[config.mk]
export PLATFORM = sky130hd
export DESIGN_NAME = aarm_cordic
export DESIGN_NICKNAME = d
export VERILOG_FILES = /design/src/rtl/aarm_pkg.sv /design/src/rtl/aarm_cordic.sv
export SDC_FILE = /design/constraint.sdc
export NUM_CORES = 2
export LEC_CHECK = 0
export BUFFER_PORTS_ARGS = -buffer_cell sky130_fd_sc_hd__clkbuf_2
export CORE_ASPECT_RATIO = 1.5
export CORE_UTILIZATION = 51
export DETAILED_ROUTE_END_ITERATION = 8
export PLACE_DENSITY = 0.67
export SETUP_SLACK_MARGIN = 0.5
export SLEW_MARGIN = 40
export SYNTH_ARGS = -nofsm -noshare
export SYNTH_HDL_FRONTEND = slang
export SYNTH_SLANG_ARGS = --single-unit
[constraint.sdc]
create_clock -name clk -period 6.55 [get_ports clk]
set_input_delay 0.655 -clock clk [delete_from_list [all_inputs] [get_ports clk]]
set_output_delay 0.655 -clock clk [all_outputs]
set_load 0.02 [all_outputs]
[src/rtl/aarm_pkg.sv]
// aarm_pkg: shared widths, fixed-point constants, cordic arctangent table,
// axis struct and the output rounding/saturation function
// no dependencies
`default_nettype none

package aarm_pkg;

  localparam int CORDIC_STEPS_DEF = 16;
  localparam int ATAN_COUNT       = 30;

  // data widths
  localparam int FW  = 16;                 // field width
  localparam int ZW  = 32;                 // angle path, q.28
  localparam int XW  = 34;                 // cordic x/y, q.30
  localparam int PPW = 2 * FW;             // axis pair product
  localparam int MW  = PPW + XW;           // pair * (1 - c)
  localparam int KW  = FW + XW;            // axis * s
  localparam int SW  = MW + 2;             // entry sum, q.58
  localparam int RSH = 44;                 // q.58 -> q.14

  localparam logic signed [ZW-1:0] ANG_PI      = 32'sd843314857;
  localparam logic signed [ZW-1:0] ANG_HALF_PI = 32'sd421657428;
  localparam logic signed [XW-1:0] CORDIC_GAIN = 34'sd652032874;
  localparam logic signed [XW-1:0] ONE_Q30     = 34'sd1073741824;

  typedef struct packed {
    logic signed [FW-1:0] x;
    logic signed [FW-1:0] y;
    logic signed [FW-1:0] z;
  } aarm_axis_t;

  // round(atan(2^-i) * 2^28)
  function automatic logic signed [ZW-1:0] atan_q28(input int idx);
    logic signed [ZW-1:0] v;
    case (idx)
      0:  v = 32'sd210828714;
      1:  v = 32'sd124459457;
      2:  v = 32'sd65760959;
      3:  v = 32'sd33381290;
      4:  v = 32'sd16755422;
      5:  v = 32'sd8385879;
      6:  v = 32'sd4193963;
      7:  v = 32'sd2097109;
      8:  v = 32'sd1048571;
      9:  v = 32'sd524287;
      10: v = 32'sd262144;
      11: v = 32'sd131072;
      12: v = 32'sd65536;
      13: v = 32'sd32768;
      14: v = 32'sd16384;
      15: v = 32'sd8192;
      16: v = 32'sd4096;
      17: v = 32'sd2048;
      18: v = 32'sd1024;
      19: v = 32'sd512;
      20: v = 32'sd256;
      21: v = 32'sd128;
      22: v = 32'sd64;
      23: v = 32'sd32;
      24: v = 32'sd16;
      25: v = 32'sd8;
      26: v = 32'sd4;
      27: v = 32'sd2;
      28: v = 32'sd1;
      default: v = '0;
    endcase
    return v;
  endfunction

  // round half up from q.58 to q.14, then clamp to 16 bits
  function automatic logic signed [FW-1:0] round_sat(input logic signed [SW-1:0] v);
    logic signed [SW-1:0]     t;
    logic signed [SW-RSH-1:0] r;
    logic signed [FW-1:0]     res;
    t = v + (SW'(1) <<< (RSH - 1));
    r = t[SW-1:RSH];
    if (r > (SW-RSH)'(32767)) begin
      res = 16'sd32767;
    end else if (r < -(SW-RSH)'(32768)) begin
      res = -16'sd32768;
    end else begin
      res = r[FW-1:0];
    end
    return res;
  endfunction

endpackage

`default_nettype wire

[src/rtl/aarm_cordic.sv]
// aarm_cordic: half-turn angle reduction and a pipelined cordic rotator,
// one register stage per iteration; the axis rides along as a side payload
// depends on aarm_pkg
`default_nettype none

module aarm_cordic #(
  parameter int STEPS = aarm_pkg::CORDIC_STEPS_DEF
) (
  input  logic                                   clk,
  input  logic                                   rst_n,
  input  logic                                   en,
  input  logic                                   in_valid,
  input  logic signed [aarm_pkg::FW-1:0]         angle,
  input  aarm_pkg::aarm_axis_t                   in_axis,
  output logic                                   out_valid,
  output logic                                   out_neg,
  output logic signed [aarm_pkg::XW-1:0]         out_x,
  output logic signed [aarm_pkg::XW-1:0]         out_y,
  output aarm_pkg::aarm_axis_t                   out_axis
);
  import aarm_pkg::*;

  logic signed [ZW-1:0] z_in;
  logic signed [ZW-1:0] z0_nxt;
  logic                 neg0_nxt;

  logic                 v_r    [0:STEPS];
  logic                 neg_r  [0:STEPS];
  logic signed [XW-1:0] x_r    [0:STEPS];
  logic signed [XW-1:0] y_r    [0:STEPS];
  logic signed [ZW-1:0] z_r    [0:STEPS];
  aarm_axis_t           axis_r [0:STEPS];

  // angle in q.28
  assign z_in = {angle[FW-1], angle, 15'd0};

  always_comb begin
    z0_nxt   = z_in;
    neg0_nxt = 1'b0;
    if (z_in > ANG_HALF_PI) begin
      z0_nxt   = z_in - ANG_PI;
      neg0_nxt = 1'b1;
    end else if (z_in < -ANG_HALF_PI) begin
      z0_nxt   = z_in + ANG_PI;
      neg0_nxt = 1'b1;
    end
  end

  always_ff @(posedge clk) begin
    if (!rst_n) begin
      v_r[0] <= 1'b0;
    end else if (en) begin
      v_r[0] <= in_valid;
    end
  end

  always_ff @(posedge clk) begin
    if (en) begin
      neg_r[0]  <= neg0_nxt;
      x_r[0]    <= CORDIC_GAIN;
      y_r[0]    <= '0;
      z_r[0]    <= z0_nxt;
      axis_r[0] <= in_axis;
    end
  end

  for (genvar i = 0; i < STEPS; i++) begin : g_iter
    logic signed [XW-1:0] x_nxt;
    logic signed [XW-1:0] y_nxt;
    logic signed [ZW-1:0] z_nxt;

    always_comb begin
      if (z_r[i] >= 0) begin
        x_nxt = x_r[i] - (y_r[i] >>> i);
        y_nxt = y_r[i] + (x_r[i] >>> i);
        z_nxt = z_r[i] - atan_q28(i);
      end else begin
        x_nxt = x_r[i] + (y_r[i] >>> i);
        y_nxt = y_r[i] - (x_r[i] >>> i);
        z_nxt = z_r[i] + atan_q28(i);
      end
    end

    always_ff @(posedge clk) begin
      if (!rst_n) begin
        v_r[i+1] <= 1'b0;
      end else if (en) begin
        v_r[i+1] <= v_r[i];
      end
    end

    always_ff @(posedge clk) begin
      if (en) begin
        neg_r[i+1]  <= neg_r[i];
        x_r[i+1]    <= x_nxt;
        y_r[i+1]    <= y_nxt;
        z_r[i+1]    <= z_nxt;
        axis_r[i+1] <= axis_r[i];
      end
    end
  end

  assign out_valid = v_r[STEPS];
  assign out_neg   = neg_r[STEPS];
  assign out_x     = x_r[STEPS];
  assign out_y     = y_r[STEPS];
  assign out_axis  = axis_r[STEPS];

endmodule

`default_nettype wire

==> key figures <==
Global routing
  • Overall Global Routing Usage: 25.5%
  • Antenna violations before repair: 2
  • First-pass GRT wire length: 562000 um
  • Largest net degree at the start of global routing: 176
  • Vias in the first global route: 103k
  • Global route overflow: 0

Drt
  • Total Wirelength: 366000 um
  • Wire per inst: 21.2 um
  • Antenna Violating Nets Remaining: 0
  • Drt initial violations: 5346
  • Via count: 100k
  • Drt pass-1 iters: 6
  • # DRC: 0
  • Routed vias/inst: 5.82

Critical path
  • Worst reg2reg path endpoint: y_r[0][203]
  • CP Launch Type: flop
  • Worst Path Class, Setup: reg2reg
  • CP Data Required Time: 7.18 ns
  • R2r startpoint: x_r[0][140]
  • Worst Path Arrival: 6.40 ns
  • Crit path max fanout: 6
  • FF-to-FF setup slack: 0.78 ns
  • R2R depth: 18
  • Crit. End Element: flop

STA
  • Max Slew Vio Count: 0
  • Final setup fails: 0
  • Worst slew pin tran: 0.947 ns
  • Final setup TNS: 0 ns
  • Final Hold Fails: 0
  • Fin crit period: 5.77 ns
  • Final Skew: 0.0728 ns
  • Final period util: 88.1%
  • RSZ-0062 raised after global routing: yes
  • Worst relative slew slack: 36.7%
  • Fmax: 173 MHz

Floorplan
  • Die Ht: 651 um
  • Initial Util: 51.4%
  • Die area: 0.283 sq mm
  • Core Rows: 237
  • Die Span X: 434 um
  • Top-Level Pins: 186
  • Core box area: 0.278 sq mm

Yosys
  • Yosys cell types: 88
  • Synth Flop Type: edfxtp_1
  • Sequential share of the synthesized area: 47.0%
  • Syn nets: 14.5k
  • Ys async rst share: 0%
  • EDFF count, synth: 2238
  • Syn Inst Count: 13.1k
  • Mapped Avg Cell Area: 10.9 sq um
  • #FFs+latches synth: 2239
  • Mapped Area: 0.143 sq mm
  • Synth Warn #: 0

Min path
  • Min-delay src: in_valid
  • Hold endpoint: v_r[0]
  • Worst Hold Depth: 2
  • Hold crit path type: in2reg

Clock network
  • CTS Sinks: 2239
  • Worst-Skew Late Latency: 0.93 ns
  • Clock slew at reported path FFs: 0.06 ns
  • Htree depth: 4
  • Total CTS buffers: 229
  • TritonCTS clock tree: built
  • Post-CTS Setup Bufs: 0
  • Max Buffers Root-to-Sink: 4
  • CTS Root Buffer Type: clkbuf_16

Cells and area
  • Layout Nets: 14.8k
  • Most common cell after layout, fill and taps aside: edfxtp_1
  • Share of cells above drive strength 1: 6.03%
  • Area Growth Syn to Fin: 9.33%
  • Most frequent cells in the layout: edfxtp_1 (2238), ha_1 (1320), xnor2_1 (1156)
  • Fill cells: 23.6k
  • Non-filler instance count after layout: 17.2k

Placed design
  • Placer Congestion: 1.01
  • Post-DP HPWL: 288000 um
  • # port buffers: 185
  • Placed cells: 16.8k

Flow run
  • Max cap viols: 0

Status
  • Status: complete, no violations
==> Yosys cell counts, types with 66 or more instances <==
| master | instances | area share [%] |
|---|---|---|
| edfxtp_1 | 2238 | 47 |
| nor3_1 | 229 | 0.80 |
| o21bai_1 | 155 | 0.81 |
| buf_4 | 116 | 0.61 |
| o21a_1 | 215 | 1.1 |
| nand2b_1 | 195 | 0.85 |
| nand4_1 | 66 | 0.29 |
| clkbuf_1 | 180 | 0.47 |
| a211oi_1 | 88 | 0.46 |
| or3_1 | 181 | 0.79 |
| nand2_1 | 765 | 2.0 |
| or2_2 | 71 | 0.31 |
| a31oi_1 | 90 | 0.39 |
| o211ai_1 | 68 | 0.36 |
| a21o_1 | 525 | 2.8 |
| o21ai_0 | 820 | 2.9 |
| nor2b_1 | 180 | 0.79 |
| nand3_1 | 200 | 0.70 |
| o41ai_1 | 107 | 0.66 |
| xor2_1 | 613 | 3.8 |
| ha_1 | 1321 | 12 |
| inv_1 | 539 | 1.4 |
| and3_1 | 94 | 0.41 |
| a21oi_1 | 962 | 3.4 |
| nor2_1 | 902 | 2.4 |
| xnor2_1 | 1156 | 7.1 |
| o31ai_1 | 204 | 1.1 |
| or4_1 | 89 | 0.47 |
==> worst max-delay path, stage by stage (launching register included) <==
cell and delay (ns):
edfxtp_1 0.42, inv_1 0.10, nand2_1 0.08, or4_1 0.48, or3_1 0.45, o41ai_1 0.34
xnor2_1 0.17, ha_1 0.31, o21a_1 0.21, o21a_1 0.19, a221o_1 0.31, a31o_2 0.26
a21oi_1 0.28, nor3_1 0.11, a211oi_1 0.48, o21ai_0 0.28, o41ai_1 0.61, o21ai_0 0.23
xnor2_1 0.17
==> registers in the layout (all words and copies together), names as in the netlist <==
register  cells
z_r         396
axis_r      816
v_r          17
y_r         511
x_r         484
neg_r        15
==> layer usage <==
metal / vias to the layer above / GRT usage (%) / part of all wire [%]
li1: 49244 / - / -
met1: 47836 / 22.7 / 32
met2: 2161 / 50.4 / 55
met3: 1079 / 3.00 / 3.0
met4: 0 / 20.3 / 9.2
met5: - / 0 / 0
==> worst max-delay path by stage <==
stage	startpoint	end	slack, ns	depth (start not counted)
3_3_place_gp	y_r[0][315]	x_r[0][372]	0.57	17
4_1_cts	y_r[0][315]	x_r[0][372]	0.65	17
2_1_floorplan	x_r[0][396]	y_r[0][441]	1.0	16
5_1_grt	x_r[0][396]	y_r[0][441]	0.50	17
6_report	x_r[0][140]	y_r[0][203]	0.78	18
3_5_place_dp	y_r[0][315]	x_r[0][372]	0.61	17
==> timing repair <==
action,CTS,global route
gates resized for setup,0,6
hold endpoints to repair,48,0
hold buffers,48,0
endpoints found under the setup margin,0,6
==> area by class of cell <==
cell class                 count  area (sq um)  share of cell area (%)
antenna                        2          5.00                 0.00320
clock buffer                 262          5920                    3.78
clock inverter               154          1670                    1.07
inverter                     545          2050                    1.31
multi-input combinational   9985         72300                    46.2
sequential                  2239         67200                    43.0
tap                         3704          4630                    2.96
timing repair buffer         355          2640                    1.69
==> through the flow <==
stage,worst slack [ns],area [sq um],utilization [%],hold WS (ns)
floorplan,0.998,143000,-,0.400
global placement,0.569,148000,53.2,0.400
detailed placement,0.609,148000,53.2,0.405
CTS,0.645,156000,56.1,0.0264
global route,0.501,156000,56.2,0.0816
finish,0.777,156000,56.2,0.113
==> cell families after synthesis <==
logic type / synth area share (%)
simple gates: 10.9
xor+xnor: 10.8
buf+inv: 2.57
fa+ha+maj: 12.2
flops: 47.0
compound gates: 16.3
mux: 0.204
Power is left out: the tool's default activity adds up to more than one toggle a clock period on the data nets, which glitch-free logic cannot reach.
